<file path="config.mk">
export PLATFORM = sky130hd
export DESIGN_NAME = ptrs_cmd_fifo
export DESIGN_NICKNAME = d
export VERILOG_FILES = /design/src/rtl/assert_macros.svh /design/src/rtl/ptrs_pkg.sv /design/src/rtl/ptrs_cmd_fifo.sv
export SDC_FILE = /design/constraint.sdc
export NUM_CORES = 1
export LEC_CHECK = 0
export ABC_AREA = 1
export BUFFER_PORTS_ARGS = -buffer_cell sky130_fd_sc_hd__buf_2
export CAP_MARGIN = 15
export CORE_MARGIN = 1
export CORE_UTILIZATION = 55
export CTS_BUF_LIST = sky130_fd_sc_hd__clkbuf_8
export DETAILED_ROUTE_END_ITERATION = 7
export PLACE_DENSITY = 0.83
export SETUP_SLACK_MARGIN = 0.02
export SLEW_MARGIN = 5
export SYNTH_ARGS = -nofsm -noshare
export SYNTH_HDL_FRONTEND = slang
export SYNTH_SLANG_ARGS = --single-unit
</file>
<file path="constraint.sdc">
create_clock -name clock -period 5.32 [get_ports clock]
set_input_delay 1.064 -clock clock [delete_from_list [all_inputs] [get_ports clock]]
set_output_delay 1.064 -clock clock [all_outputs]
set_load 0.02 [all_outputs]
</file>
<file path="src/rtl/assert_macros.svh">
// ---------------------------------------------------------------------------
// Assertion macros
// Concurrent assertion wrappers used by the ring engine (ptrs_back).
// ---------------------------------------------------------------------------
`ifndef ASSERT_MACROS_SVH
`define ASSERT_MACROS_SVH

`ifndef SYNTHESIS

`define ASSERT_IMPLIES(lbl, clk, rst, ante, cons) \
   lbl: assert property (@(posedge clk) disable iff (rst) (ante) |-> (cons)) \
      else $error("assertion failed");

`define ASSERT_NEXT(lbl, clk, rst, ante, cons) \
   lbl: assert property (@(posedge clk) disable iff (rst) (ante) |=> (cons)) \
      else $error("assertion failed");

`define ASSERT_NEVER(lbl, clk, rst, cond) \
   lbl: assert property (@(posedge clk) disable iff (rst) !(cond)) \
      else $error("assertion failed");

`else

`define ASSERT_IMPLIES(lbl, clk, rst, ante, cons)

`define ASSERT_NEXT(lbl, clk, rst, ante, cons)

`define ASSERT_NEVER(lbl, clk, rst, cond)

`endif

`endif

</file>
<file path="src/rtl/ptrs_pkg.sv">
// ---------------------------------------------------------------------------
// ptrs_pkg
// Sizes, codes and types of the per-target packet ring steering block.
// ---------------------------------------------------------------------------
package ptrs_pkg;

   localparam int RING_COUNT      = 16;
   localparam int RING_DEPTH      = 256;
   localparam int MAX_DRAIN_BATCH = 32;
   localparam int CMDQ_DEPTH      = 2;

   localparam int RING_W    = (RING_COUNT > 1) ? $clog2(RING_COUNT) : 1;
   localparam int SLOT_W    = $clog2(RING_DEPTH);
   localparam int PTR_MOD   = 2 * RING_DEPTH;
   localparam int PTR_W     = $clog2(PTR_MOD);
   localparam int MEM_DEPTH = RING_COUNT * RING_DEPTH;
   localparam int MEM_AW    = $clog2(MEM_DEPTH);
   localparam int BATCH_W   = $clog2(MAX_DRAIN_BATCH + 1);
   localparam int QPTR_W    = (CMDQ_DEPTH > 1) ? $clog2(CMDQ_DEPTH) : 1;
   localparam int QCNT_W    = $clog2(CMDQ_DEPTH + 1);

   localparam int CPU_W      = 8;
   localparam int COUNT_W    = 5;
   localparam int BSIZE_W    = 6;
   localparam int HANDLE_W   = 32;
   localparam int PORT_W     = 16;
   localparam int FILTER_W   = 8;
   localparam int DEPTH_W    = 9;
   localparam int STATUS_W   = 3;
   localparam int CSR_IDX_W  = 2;
   localparam int CSR_DATA_W = 8;
   localparam int REQ_DATA_W = 72;
   localparam int RSP_DATA_W = 72;

   typedef enum logic [0:0] {
      OP_ENQUEUE = 1'b0,
      OP_DRAIN   = 1'b1
   } ptrs_op_type;

   typedef enum logic [STATUS_W-1:0] {
      ST_ENQUEUED = 3'd0,
      ST_DROPPED  = 3'd1,
      ST_INVALID  = 3'd2,
      ST_INACTIVE = 3'd3,
      ST_DRAINED  = 3'd4,
      ST_EMPTY    = 3'd5
   } ptrs_status_type;

   typedef enum logic [CSR_IDX_W-1:0] {
      CSR_CPU_BASE    = 2'd0,
      CSR_CPU_COUNT   = 2'd1,
      CSR_BATCH_SIZE  = 2'd2,
      CSR_MAP_ACTIVE  = 2'd3
   } ptrs_csr_type;

   typedef enum logic [1:0] {
      BK_IDLE,
      BK_EXEC,
      BK_DRAIN
   } ptrs_back_state_type;

   typedef struct packed {
      logic                deep_copy;
      logic [FILTER_W-1:0] filter;
      logic [PORT_W-1:0]   port;
      logic [HANDLE_W-1:0] handle;
   } ptrs_desc_type;

   localparam int DESC_W = $bits(ptrs_desc_type);

   typedef struct packed {
      ptrs_op_type        op;
      logic               tgt_ok;
      logic               active;
      logic [RING_W-1:0]  ring;
      logic [BATCH_W-1:0] batch;
      ptrs_desc_type      desc;
   } ptrs_cmd_type;

   typedef struct packed {
      ptrs_status_type    status;
      ptrs_desc_type      desc;
      logic [DEPTH_W-1:0] depth;
      logic               more;
      logic               last;
   } ptrs_rsp_type;

endpackage

</file>
<file path="src/rtl/ptrs_cmd_fifo.sv">
// ---------------------------------------------------------------------------
// ptrs_cmd_fifo
// Short command queue between the classifier and the ring engine.
// ---------------------------------------------------------------------------
module ptrs_cmd_fifo (
   input  logic                   clock,
   input  logic                   reset,
   input  logic                   push_valid,
   output logic                   push_ready,
   input  ptrs_pkg::ptrs_cmd_type push_cmd,
   output logic                   pop_valid,
   input  logic                   pop,
   output ptrs_pkg::ptrs_cmd_type pop_cmd
);
   import ptrs_pkg::*;

   ptrs_cmd_type        q_ff [CMDQ_DEPTH];
   logic [QPTR_W-1:0]   wr_ptr_ff, wr_ptr_in;
   logic [QPTR_W-1:0]   rd_ptr_ff, rd_ptr_in;
   logic [QCNT_W-1:0]   count_ff, count_in;
   logic                push_go;
   logic                pop_go;

   function automatic logic [QPTR_W-1:0] bump(input logic [QPTR_W-1:0] p);
      return (p == QPTR_W'(CMDQ_DEPTH - 1)) ? '0 : p + 1'b1;
   endfunction

   assign push_ready = (count_ff != QCNT_W'(CMDQ_DEPTH));
   assign pop_valid  = (count_ff != '0);
   assign push_go    = push_valid && push_ready;
   assign pop_go     = pop && pop_valid;
   assign pop_cmd    = q_ff[rd_ptr_ff];

   always_comb begin
      wr_ptr_in = push_go ? bump(wr_ptr_ff) : wr_ptr_ff;
      rd_ptr_in = pop_go ? bump(rd_ptr_ff) : rd_ptr_ff;
      case ({push_go, pop_go})
         2'b10:   count_in = count_ff + 1'b1;
         2'b01:   count_in = count_ff - 1'b1;
         default: count_in = count_ff;
      endcase
   end

   always_ff @(posedge clock) begin
      if (reset) begin
         wr_ptr_ff <= '0;
         rd_ptr_ff <= '0;
         count_ff  <= '0;
      end else begin
         wr_ptr_ff <= wr_ptr_in;
         rd_ptr_ff <= rd_ptr_in;
         count_ff  <= count_in;
      end
   end

   always_ff @(posedge clock) begin
      if (push_go) begin
         q_ff[wr_ptr_ff] <= push_cmd;
      end
   end

endmodule

</file>
==> impl_metrics.csv <==
group,metric,value,unit
worst_setup_path,crit_arrival,2450,ps
logic_synthesis,synth_area_leaders,"edfxtp_1, mux2_4, buf_12",
finish,nNetsFinal,490,
sta,skew,13.3,ps
finish,multi_input_area,0.00118,mm²
detailed_routing,wl_per_cell,16.4,µm
power_and_ir_drop,cellPowerDensity,451,mW/mm²
cts,cts_setup_buffers,0,
finish,final_util,69.8,%
floorplan,start_util,57.3,%
sta,timing.fmax,284,MHz
sta,rsz0062_at_grt,"no",
logic_synthesis,synth_nets,331,
sta,tightest_slew,1020,ps
cts,cts_tree,"done",
worst_setup_path,cp-end-kind,"output pin",
cts,path_clk_slew,80,ps
detailed_routing,route.detailed.drc,0,
finish,nFillCells,635,
global_route,grt_usage,18.0,%
sta,drv_slew,0,
detailed_routing,wl,9.22,mm
job,max-cap-violations,0,
power_and_ir_drop,vdd_drop_max,0.281,mV
sta,setup_viol,0,
power_and_ir_drop,leakage,2.77,nW
finish,layout_common_cells,"buf_2, edfxtp_1, mux2_4",
floorplan,ios,146,
cts,clock_latency,430,ps
sta,worst_slack,1800,ps
logic_synthesis,ys_seq_area_share,76.2,%
placed_design,place_ws,2240,ps
global_route,grt_pass1_wl,13.2,mm
min_path,hold_class,"register to register",
logic_synthesis,synth_area,0.00565,mm²
cts,cts_sinks,145,
sta,layout_min_cycle_time,3520,ps
sta,fin_setup_tns,0,ps
logic_synthesis,ys_types,12,
finish,area_growth_syn_to_layout,21.9,%
finish,n_antenna_cell,0,
detailed_routing,ant_nets,0,
floorplan,core-area,0.00986,mm²
cts,postCtsHoldBufs,0,
global_route,grt_start_max_net_pins,71,
logic_synthesis,syn_area_per_cell,22.1,µm²
logic_synthesis,synth_seq_cells,145,
global_route,antenna_found_initial,0,
worst_setup_path,crit_required,4260,ps
detailed_routing,viasPerCell,4.95,
cts,root_buffer,"clkbuf_8",
floorplan,die_w,103,µm
sta,maxSlewHeadroom,32.0,%
logic_synthesis,yosysTopAreaCell,"edfxtp_1",
detailed_routing,first_pass_iters,4,
logic_synthesis,syn_inst,256,
logic_synthesis,synth_top_area_share,74.4,%
sta,hold_viol,0,
worst_setup_path,startpoint_type,"register",
finish,regArea,0.00431,mm²
detailed_routing,vias,2776,
finish,final_common_cell,"buf_2",
cts,ctsLongestPathBuffers,2,
cts,htree_num_levels,4,
placed_design,dp_hpwl,6.10,mm
placed_design,io_buffers,145,
detailed_routing,drtIter0Drc,70,
cts,post_cts_resize_count,0,
global_route,grt_overflow,0,
cts,cts-buffers-inserted,17,
placed_design,gp_congestion,0.741,
floorplan,die_height,103,µm
worst_setup_path,worst-path-max-fanout,55,
sta,post-route-period-util,66.1,%
logic_synthesis,synth_warnings,0,
floorplan,core.rowCount,36,
finish,drive_above_1_share,58.2,%
outcome,status,"finished clean",
worst_setup_path,crit_type,"register to output pin",
global_route,first_global_vias,2694,
floorplan,dieArea,0.0107,mm²
synthesized netlist by cell type (all sizes together):
library cell  number
dfxtp              5
mux2              70
o21ai              3
buf                8
nor2              10
nand4              1
ha                 1
edfxtp           140
nand2              8
inv                8
a21oi              2
final cells by class:
cell class                      count  area share, %
Sequential cell                   145           62.6
Timing Repair Buffer              148           10.9
Clock buffer                       19           3.80
Tap cell                          133           2.42
Multi-Input combinational cell     95           17.1
Inverter                            8          0.436
Clock inverter                     13           2.83
final timing paths:
| path | end | from | cells past startpoint | slack [ps] |
|---|---|---|---|---|
| setup / recovery | pop_cmd[60] | register | 3 | 1800 |
| hold / removal | register | rd_ptr_ff | 2 | 530 |
| setup reg to reg | q_ff[0][2] | count_ff[0] | 5 | 2840 |
| hold reg to reg | register | rd_ptr_ff | 2 | 530 |
flip-flops by register name, indices dropped and copies added (netlist names), named ones only:
signal / cells
count_ff: 2
q_ff: 140
rd_ptr_ff: 1
wr_ptr_ff: 1
metrics by stage:
step | hold WS, ps | power, mW | area (µm²) | std cells
after floorplan | 465 | 2.03 | 5650 | 256
after global placement | 477 | 2.16 | 6430 | 529
after detailed placement | 510 | 2.18 | 6430 | 529
after CTS | 533 | 3.13 | 6890 | 561
after global routing | 557 | 3.23 | 6890 | 561
final | 531 | 3.10 | 6890 | 561
cell families (layout without fill, tap and decap cells):
kind of cell	after synthesis	after routing	share of synthesized area [%]
buf+inv	16	188	3.21
mux	70	70	18.6
compound gates	5	5	0.443
fa+ha+maj	1	1	0.221
simple gates	19	19	1.31
flops	145	145	76.2
power by group:
group | internal, mW | switching (mW) | leakage (nW)
clock network | 0.577 | 0.379 | 0.241
registers | 1.40 | 0.0834 | 1.35
logic | 0.313 | 0.352 | 1.18
layer usage:
metal,up-vias,track usage [%],routed length (µm)
met2,110,29.0,4750
met1,1342,20.6,3770
met4,0,10.9,150
met3,16,6.52,540
met5,-,0,0
li1,1308,-,-
worst max-delay path: stages (launching register included):
cell and delay (ps):
dfxtp_4 1020, buf_4 440, mux2_4 330, buf_2 160
(Power assumes the default switching activity.)
