[config.mk]
export PLATFORM = sky130hd
export DESIGN_NAME = ptrs_front
export DESIGN_NICKNAME = d
export VERILOG_FILES = /design/src/rtl/assert_macros.svh /design/src/rtl/ptrs_pkg.sv /design/src/rtl/ptrs_front.sv
export SDC_FILE = /design/constraint.sdc
export NUM_CORES = 1
export LEC_CHECK = 0
export BUFFER_PORTS_ARGS = -buffer_cell sky130_fd_sc_hd__buf_2
export CORE_ASPECT_RATIO = 0.8
export CORE_MARGIN = 5
export CORE_UTILIZATION = 41
export CTS_BUF_LIST = sky130_fd_sc_hd__clkbuf_4
export DETAILED_ROUTE_END_ITERATION = 8
export PLACE_DENSITY_LB_ADDON = 0.1
export SLEW_MARGIN = 20
export SYNTH_ARGS = -nofsm -noshare
export SYNTH_HDL_FRONTEND = slang
export SYNTH_SLANG_ARGS = --single-unit
export TNS_END_PERCENT = 10
[constraint.sdc]
create_clock -name clock -period 7.4 [get_ports clock]
set_input_delay 0.74 -clock clock [delete_from_list [all_inputs] [get_ports clock]]
set_output_delay 0.74 -clock clock [all_outputs]
set_load 0.02 [all_outputs]
[src/rtl/assert_macros.svh]
// ---------------------------------------------------------------------------
// Assertion macros
// Concurrent assertion wrappers used by the ring engine (ptrs_back).
// ---------------------------------------------------------------------------
`ifndef ASSERT_MACROS_SVH
`define ASSERT_MACROS_SVH

`ifndef SYNTHESIS

`define ASSERT_IMPLIES(lbl, clk, rst, ante, cons) \
   lbl: assert property (@(posedge clk) disable iff (rst) (ante) |-> (cons)) \
      else $error("assertion failed");

`define ASSERT_NEXT(lbl, clk, rst, ante, cons) \
   lbl: assert property (@(posedge clk) disable iff (rst) (ante) |=> (cons)) \
      else $error("assertion failed");

`define ASSERT_NEVER(lbl, clk, rst, cond) \
   lbl: assert property (@(posedge clk) disable iff (rst) !(cond)) \
      else $error("assertion failed");

`else

`define ASSERT_IMPLIES(lbl, clk, rst, ante, cons)

`define ASSERT_NEXT(lbl, clk, rst, ante, cons)

`define ASSERT_NEVER(lbl, clk, rst, cond)

`endif

`endif

[src/rtl/ptrs_pkg.sv]
// ---------------------------------------------------------------------------
// ptrs_pkg
// Sizes, codes and types of the per-target packet ring steering block.
// ---------------------------------------------------------------------------
package ptrs_pkg;

   localparam int RING_COUNT      = 16;
   localparam int RING_DEPTH      = 256;
   localparam int MAX_DRAIN_BATCH = 32;
   localparam int CMDQ_DEPTH      = 2;

   localparam int RING_W    = (RING_COUNT > 1) ? $clog2(RING_COUNT) : 1;
   localparam int SLOT_W    = $clog2(RING_DEPTH);
   localparam int PTR_MOD   = 2 * RING_DEPTH;
   localparam int PTR_W     = $clog2(PTR_MOD);
   localparam int MEM_DEPTH = RING_COUNT * RING_DEPTH;
   localparam int MEM_AW    = $clog2(MEM_DEPTH);
   localparam int BATCH_W   = $clog2(MAX_DRAIN_BATCH + 1);
   localparam int QPTR_W    = (CMDQ_DEPTH > 1) ? $clog2(CMDQ_DEPTH) : 1;
   localparam int QCNT_W    = $clog2(CMDQ_DEPTH + 1);

   localparam int CPU_W      = 8;
   localparam int COUNT_W    = 5;
   localparam int BSIZE_W    = 6;
   localparam int HANDLE_W   = 32;
   localparam int PORT_W     = 16;
   localparam int FILTER_W   = 8;
   localparam int DEPTH_W    = 9;
   localparam int STATUS_W   = 3;
   localparam int CSR_IDX_W  = 2;
   localparam int CSR_DATA_W = 8;
   localparam int REQ_DATA_W = 72;
   localparam int RSP_DATA_W = 72;

   typedef enum logic [0:0] {
      OP_ENQUEUE = 1'b0,
      OP_DRAIN   = 1'b1
   } ptrs_op_type;

   typedef enum logic [STATUS_W-1:0] {
      ST_ENQUEUED = 3'd0,
      ST_DROPPED  = 3'd1,
      ST_INVALID  = 3'd2,
      ST_INACTIVE = 3'd3,
      ST_DRAINED  = 3'd4,
      ST_EMPTY    = 3'd5
   } ptrs_status_type;

   typedef enum logic [CSR_IDX_W-1:0] {
      CSR_CPU_BASE    = 2'd0,
      CSR_CPU_COUNT   = 2'd1,
      CSR_BATCH_SIZE  = 2'd2,
      CSR_MAP_ACTIVE  = 2'd3
   } ptrs_csr_type;

   typedef enum logic [1:0] {
      BK_IDLE,
      BK_EXEC,
      BK_DRAIN
   } ptrs_back_state_type;

   typedef struct packed {
      logic                deep_copy;
      logic [FILTER_W-1:0] filter;
      logic [PORT_W-1:0]   port;
      logic [HANDLE_W-1:0] handle;
   } ptrs_desc_type;

   localparam int DESC_W = $bits(ptrs_desc_type);

   typedef struct packed {
      ptrs_op_type        op;
      logic               tgt_ok;
      logic               active;
      logic [RING_W-1:0]  ring;
      logic [BATCH_W-1:0] batch;
      ptrs_desc_type      desc;
   } ptrs_cmd_type;

   typedef struct packed {
      ptrs_status_type    status;
      ptrs_desc_type      desc;
      logic [DEPTH_W-1:0] depth;
      logic               more;
      logic               last;
   } ptrs_rsp_type;

endpackage

[src/rtl/ptrs_front.sv]
// ---------------------------------------------------------------------------
// ptrs_front
// Register file and request classifier: window lookup and batch clamp.
// ---------------------------------------------------------------------------
module ptrs_front (
   input  logic                                clock,
   input  logic                                reset,
   input  logic                                req_tvalid,
   output logic                                req_tready,
   input  logic [ptrs_pkg::REQ_DATA_W-1:0]     req_tdata,
   input  logic                                req_tuser,
   input  logic                                csr_we,
   input  logic [ptrs_pkg::CSR_IDX_W-1:0]      csr_index,
   input  logic [ptrs_pkg::CSR_DATA_W-1:0]     csr_wdata,
   output logic                                push_valid,
   input  logic                                push_ready,
   output ptrs_pkg::ptrs_cmd_type              push_cmd
);
   import ptrs_pkg::*;

   localparam int CMP_W  = CPU_W + 1;
   localparam int BSEL_W = 8;

   logic [CPU_W-1:0]   cpu_base_ff, cpu_base_in;
   logic [COUNT_W-1:0] cpu_count_ff, cpu_count_in;
   logic [BSIZE_W-1:0] batch_ff, batch_in;
   logic               active_ff, active_in;

   logic [CPU_W-1:0]   cpu;
   logic [CMP_W-1:0]   diff;
   logic [CMP_W-1:0]   count_wide;
   logic [CMP_W-1:0]   limit;
   logic [BSEL_W-1:0]  bsize_wide;
   logic [BSEL_W-1:0]  bsize_eff;

   always_comb begin
      cpu_base_in  = cpu_base_ff;
      cpu_count_in = cpu_count_ff;
      batch_in     = batch_ff;
      active_in    = active_ff;
      if (csr_we) begin
         case (ptrs_csr_type'(csr_index))
            CSR_CPU_BASE:   cpu_base_in  = csr_wdata[CPU_W-1:0];
            CSR_CPU_COUNT:  cpu_count_in = csr_wdata[COUNT_W-1:0];
            CSR_BATCH_SIZE: batch_in     = csr_wdata[BSIZE_W-1:0];
            CSR_MAP_ACTIVE: active_in    = csr_wdata[0];
            default: ;
         endcase
      end
   end

   always_ff @(posedge clock) begin
      if (reset) begin
         cpu_base_ff  <= '0;
         cpu_count_ff <= COUNT_W'(16);
         batch_ff     <= BSIZE_W'(32);
         active_ff    <= 1'b1;
      end else begin
         cpu_base_ff  <= cpu_base_in;
         cpu_count_ff <= cpu_count_in;
         batch_ff     <= batch_in;
         active_ff    <= active_in;
      end
   end

   assign cpu        = req_tdata[CPU_W-1:0];
   assign diff       = {1'b0, cpu} - {1'b0, cpu_base_ff};
   assign count_wide = CMP_W'(cpu_count_ff);
   assign limit      = (count_wide > CMP_W'(RING_COUNT)) ? CMP_W'(RING_COUNT) : count_wide;
   assign bsize_wide = BSEL_W'(batch_ff);
   assign bsize_eff  = (bsize_wide == '0 || bsize_wide > BSEL_W'(MAX_DRAIN_BATCH)) ?
                       BSEL_W'(MAX_DRAIN_BATCH) : bsize_wide;

   always_comb begin
      push_cmd        = '0;
      push_cmd.op     = ptrs_op_type'(req_tuser);
      push_cmd.tgt_ok = !diff[CMP_W-1] && (diff < limit);
      push_cmd.active = active_ff;
      push_cmd.ring   = RING_W'(diff);
      push_cmd.batch  = BATCH_W'(bsize_eff);
      push_cmd.desc   = ptrs_desc_type'(req_tdata[CPU_W +: DESC_W]);
   end

   assign req_tready = push_ready;
   assign push_valid = req_tvalid;

endmodule

==> results of run 1 <==
## state kept, by name, indices dropped and copies added (netlist names)
signal        count
active_ff         1
batch_ff          6
cpu_base_ff       8
cpu_count_ff      5
## critical path: stages
cell	delay (ns)
buf_2	0.07
inv_1	0.04
ha_1	0.25
fa_1	0.43
nor2b_1	0.15
o21a_1	0.17
nor2_1	0.06
xnor2_1	0.12
ha_1	0.22
nand2b_1	0.14
or4_4	0.41
a211oi_2	0.19
buf_2	0.19
## cells by family (layout without fill, tap and decap cells)
group / after synthesis / count (layout) / share of synthesized area, %
mux: 11 / 11 / 6.43
simple gates: 56 / 56 / 16.7
buf+inv: 79 / 50 / 30.7
xor+xnor: 3 / 3 / 1.54
compound gates: 28 / 28 / 11.3
flops: 20 / 20 / 23.4
fa+ha+maj: 13 / 13 / 9.94
## final cells by class
cell class | count | area [µm²] | area share [%]
flip-flops and latches | 20 | 400 | 26.8
clock buffers | 3 | 22.5 | 1.51
well taps | 57 | 71.3 | 4.77
inverters | 15 | 56.3 | 3.76
repair buffers | 32 | 160 | 10.7
multi-input cells | 111 | 786 | 52.5
## per-layer routing
metal  share of wire, %  global-route usage, %
met5                  0                      0
met4                2.3                   3.94
met3                 12                   5.47
met2                 46                   20.6
met1                 39                   14.7
## worst paths after layout
path / cells past startpoint / slack (ns) / from / to
max: 13 / 3.48 / req_tdata[0] / push_cmd[68]
min reg2reg: 2 / 0.51 / cpu_count_ff[1] / cpu_count_ff[1]
max reg2reg: 4 / 6.64 / cpu_base_ff[1] / cpu_base_ff[1]
min: 2 / 0.51 / cpu_count_ff[1] / cpu_count_ff[1]
## through the flow
step	total power [mW]	cell area, µm²
after floorplan	0.206	1710
after global placement	0.176	1470
after detailed placement	0.177	1470
after CTS	0.229	1500
after global routing	0.243	1500
final	0.225	1500
## placed cells by master (no fill, tap or decap), drive strengths merged, types with 2 or more instances in the layout
cell type,count
buf,32
nor2,28
dfxtp,20
inv,15
ha,12
mux2i,11
nor2b,9
a21oi,8
nand2,6
o21ai,5
xnor2,3
a31oi,3
nand2b,3
nand3,3
clkbuf,3
o21a,2
o21bai,2
nand3b,2
or4,2
a211oi,2
## power by group
part | internal [mW] | switching, mW | leakage, nW
Sequential | 0.111 | 0.00217 | 0.163
Combinational | 0.0268 | 0.0343 | 0.540
Clock | 0.0190 | 0.0314 | 0.0138
Total | 0.157 | 0.0678 | 0.716
## synth_stat cells (all sizes together), types with 3 or more instances
library cell	n	area, µm²
a21oi	8	40.0
a31oi	3	18.8
buf	61	458
clkbuf	3	11.3
dfxtp	20	400
ha	12	150
inv	15	56.3
mux2i	11	110
nand2	6	22.5
nand2b	3	18.8
nand3	3	15.0
nor2	28	105
nor2b	9	63.8
o21ai	5	25.0
xnor2	3	26.3
==> qor.yml, run 1 <==
drv_slew: 0
ys_types: 34
cap_violations: 0
ant_nets: 0
fmax_ghz: 0.255
grt-ovfl-total: 0
rows: 21
dieArea_um2: 5580
yosysSeqAreaShare_pct: 23.4
clkSlewWorstSetupHoldPaths_ns: 0.11
cts_buffer_depth: 2
place.gp.congestion: 0.848
syn_avg_cell_area_um2: 8.15
root_buffer: "clkbuf_4"
io_buffers: 32
antenna_found_initial: 0
ys.flop_type: "dfxtp_1"
cts_buffers: 3
wirelength_um: 3610
max_slew_margin_pct: 37.9
grt_max_degree: 21
tightest_slew_ns: 0.928
critical_path_class: "input pin to output pin"
arrival_ns: 3.18
grt_pass1_wl_um: 5340
fillers: 457
finalClockSkew_ns: 0
synth_cells: 210
utilization_pct: 36.5
setup_tns_ns: 0
die_y_um: 67.8
yosys_warnings: 0
hpwlAfterDp_um: 3050
rsz0062_at_grt: "no"
clock-sinks: 20
min_period_ns: 3.92
dr.pass1.iters: 4
postCtsHoldBufs: 0
core_um2: 4100
drive_gt1_share_pct: 23.2
async_flop_share_pct: 0
drc_errors: 0
hold_ws_ns: 0.511
wire_per_inst_um: 15.2
start_kind: "input pin"
leakage_nw: 0.716
syn2layout_area_growth_pct: -12.6
hold_class: "flip-flop to flip-flop"
dp.cells: 235
antenna_cells: 0
fin_crit_sh_pct: 53.0
required_ns: 6.66
cts_tree: "built"
io_pins: 160
powerDensity_nw_per_um2: 150
postCtsSetupBuffers: 0
setup_viol: 0
end_kind: "output pin"
ir_worst_vdd_uv: 60.1
fin_nets: 284
cts.repair.resized: 0
clock_latency_ns: 0.29
synth_fp_nets: 311
via_per_inst: 4.94
synth_edf_count: 0
yosys_register_bits: 20
die_w_um: 82.2
grt_usage_pct: 12.5
grt_pass1_vias: 1101
hold_viol: 0
status: "completed"
drtIter0Drc: 71
htreeDepth: 1
netlist_area_um2: 1710
final_critical_path_setup_slack_ns: 3.48
crit_fanout: 3
start_util_pct: 41.8
stdcell_count: 238
num_vias: 1175
place_ws_ns: 3.46
No activity file was read; power rests on OpenSTA's default activity.
==> inputs of run 2 (changes only) <==
--- a/config.mk
+++ b/config.mk
@@ -8,7 +8,7 @@
 export BUFFER_PORTS_ARGS = -buffer_cell sky130_fd_sc_hd__buf_2
 export CORE_ASPECT_RATIO = 0.8
 export CORE_MARGIN = 5
-export CORE_UTILIZATION = 41
+export CORE_UTILIZATION = 38
 export CTS_BUF_LIST = sky130_fd_sc_hd__clkbuf_4
 export DETAILED_ROUTE_END_ITERATION = 8
 export PLACE_DENSITY_LB_ADDON = 0.1
==> constraint.sdc (replaced) <==
create_clock -name clock -period 3.79 [get_ports clock]
set_input_delay 0.379 -clock clock [delete_from_list [all_inputs] [get_ports clock]]
set_output_delay 0.379 -clock clock [all_outputs]
set_load 0.02 [all_outputs]
==> run 2 against run 1 <==
Sequential cell count stayed put. Non-clock buffer count unchanged. Register-to-register slack got worse by 3.6 ns.
==> qor.yml, run 2 (synthesis gave the netlist of run 1 again) <==
htreeDepth: 1
finalClockSkew_ns: 0
final_area_um2: 1500
hold_class: "input pin to flip-flop"
antenna_cells: 0
io_buffers: 32
die_w_um: 85.0
min-delay-start: "csr_wdata[7]"
top_regs: "cpu_base_ff (8), batch_ff (6), cpu_count_ff (5)"
cts_tree: "built"
final_common_cell: "buf_2"
place_ws_ns: 0.605
seqPwrFrac_pct: 50.7
end_kind: "output pin"
r2r_cells: 4
root_buffer: "clkbuf_4"
grt-ovfl-total: 0
crit_path_max_incr_delay_ns: 0.42
postCtsHoldBufs: 0
setup_tns_ns: 0
clkSlewWorstSetupHoldPaths_ns: 0.11
utilization_pct: 35.2
drive_gt1_share_pct: 23.2
dr.pass1.iters: 4
via_per_inst: 4.92
largest_register_ffs: 8
clockPowerShare_pct: 22.0
fmax_ghz: 0.303
cp_cell_sequence: "ha_1 -> fa_1 -> nor2b_1 -> o21a_1 -> nor2_1 -> xnor2_1 -> ha_1 -> nand2b_1 -> or4_4 -> a211oi_2 -> buf_2"
largest_register: "cpu_base_ff"
holdPathStages: 3
max_slew_margin_pct: 37.5
pwr-share-comb_pct: 27.2
antenna_found_initial: 0
fillers: 464
leakage_nw: 0.716
final_critical_path_setup_slack_ns: 0.485
p_switching_mw: 0.130
worst_r2r_startpoint: "cpu_base_ff[5]"
cap_violations: 0
hold_viol: 0
p_sw_share_pct: 29.8
syn2layout_area_growth_pct: -12.6
p_int_mw: 0.307
r2r_slack_ns: 3.03
hold_end: "cpu_base_ff[7]"
setup_viol: 0
path_common_cell: "ha_1"
cts.repair.resized: 0
grt_pass1_wl_um: 5760
dp.cells: 235
arrival_ns: 2.93
powerDensity_nw_per_um2: 292
die_y_um: 70.0
critPathSlowestCell: "fa_1"
core_um2: 4260
place.gp.congestion: 0.821
cts_buffers: 3
min_period_ns: 3.30
crit_fanout: 3
io_pins: 160
crit_family: "adder cells"
clock-sinks: 20
rows: 21
cts_buffer_depth: 2
num_vias: 1172
postCtsSetupBuffers: 0
ir_worst_vdd_uv: 186
grt_usage_pct: 11.6
wire_per_inst_um: 15.3
ant_nets: 0
drtIter0Drc: 75
cp_num_buf_inv: 1
drc_errors: 0
status: "completed"
drv_slew: 0
final_cell_mix: "buf_2, nor2_1, dfxtp_1, inv_1, ha_1"
critical_path_class: "flip-flop to output pin"
grt_pass1_vias: 1175
grt_max_degree: 21
fin_crit_sh_pct: 87.2
dieArea_um2: 5960
start_util_pct: 40.2
fin_nets: 284
rsz0062_at_grt: "no"
start_kind: "flip-flop"
placedInstanceArea_um2: 1470
clock_latency_ns: 0.29
tightest_slew_ns: 0.934
stdcell_count: 238
hpwlAfterDp_um: 3100
wirelength_um: 3640
rr_endpoint: "cpu_base_ff[5]"
required_ns: 3.41
[run 2: how the worst max path moves through the flow]
stage / startpoint / endpoint / slack, ns / cells after the start
global route: cpu_base_ff[0] / push_cmd[68] / 0.33 / 11
floorplan: req_tdata[0] / push_cmd[68] / 0.76 / 10
CTS: cpu_base_ff[0] / push_cmd[68] / 0.45 / 11
detailed placement: req_tdata[0] / push_cmd[68] / 0.60 / 13
global placement: req_tdata[0] / push_cmd[68] / 0.63 / 13
finish: cpu_base_ff[0] / push_cmd[68] / 0.49 / 11
[run 2: area by class of cell]
class                   instances  area, µm²  area share (%)
clock buffers                   3       22.5            1.51
inverters                      15       56.3            3.76
multi-input cells             111        786            52.5
flip-flops and latches         20        400            26.8
well taps                      57       71.3            4.77
repair buffers                 32        160            10.7
[run 2: stage by stage]
stage               hold WS [ns]  total power, mW
floorplan                  0.450            0.402
global placement           0.464            0.344
detailed placement         0.463            0.346
CTS                        0.302            0.444
global route               0.315            0.468
finish                     0.310            0.437
[run 2: power by group through the flow]
stage                     clock, mW  sequential, mW  combinational, mW
after floorplan                   0           0.225              0.177
after global placement            0           0.226              0.118
after detailed placement          0           0.227              0.119
after CTS                     0.103           0.222              0.120
after global routing          0.109           0.223              0.136
final                        0.0962           0.222              0.119
[run 2: worst reg2reg max path: stages, from the launching register on]
cell and delay (ns):
dfxtp_1 0.32, inv_1 0.09, nor2_1 0.06, a21oi_1 0.14
nor2_1 0.05
[run 2: metal layers]
metal	track usage, %	vias to the layer above	wire [µm]
met5	0.909	-	0
met4	4.22	0	117
met3	7.29	24	493
met2	17.8	78	1570
met1	13.0	491	1460
li1	-	579	-
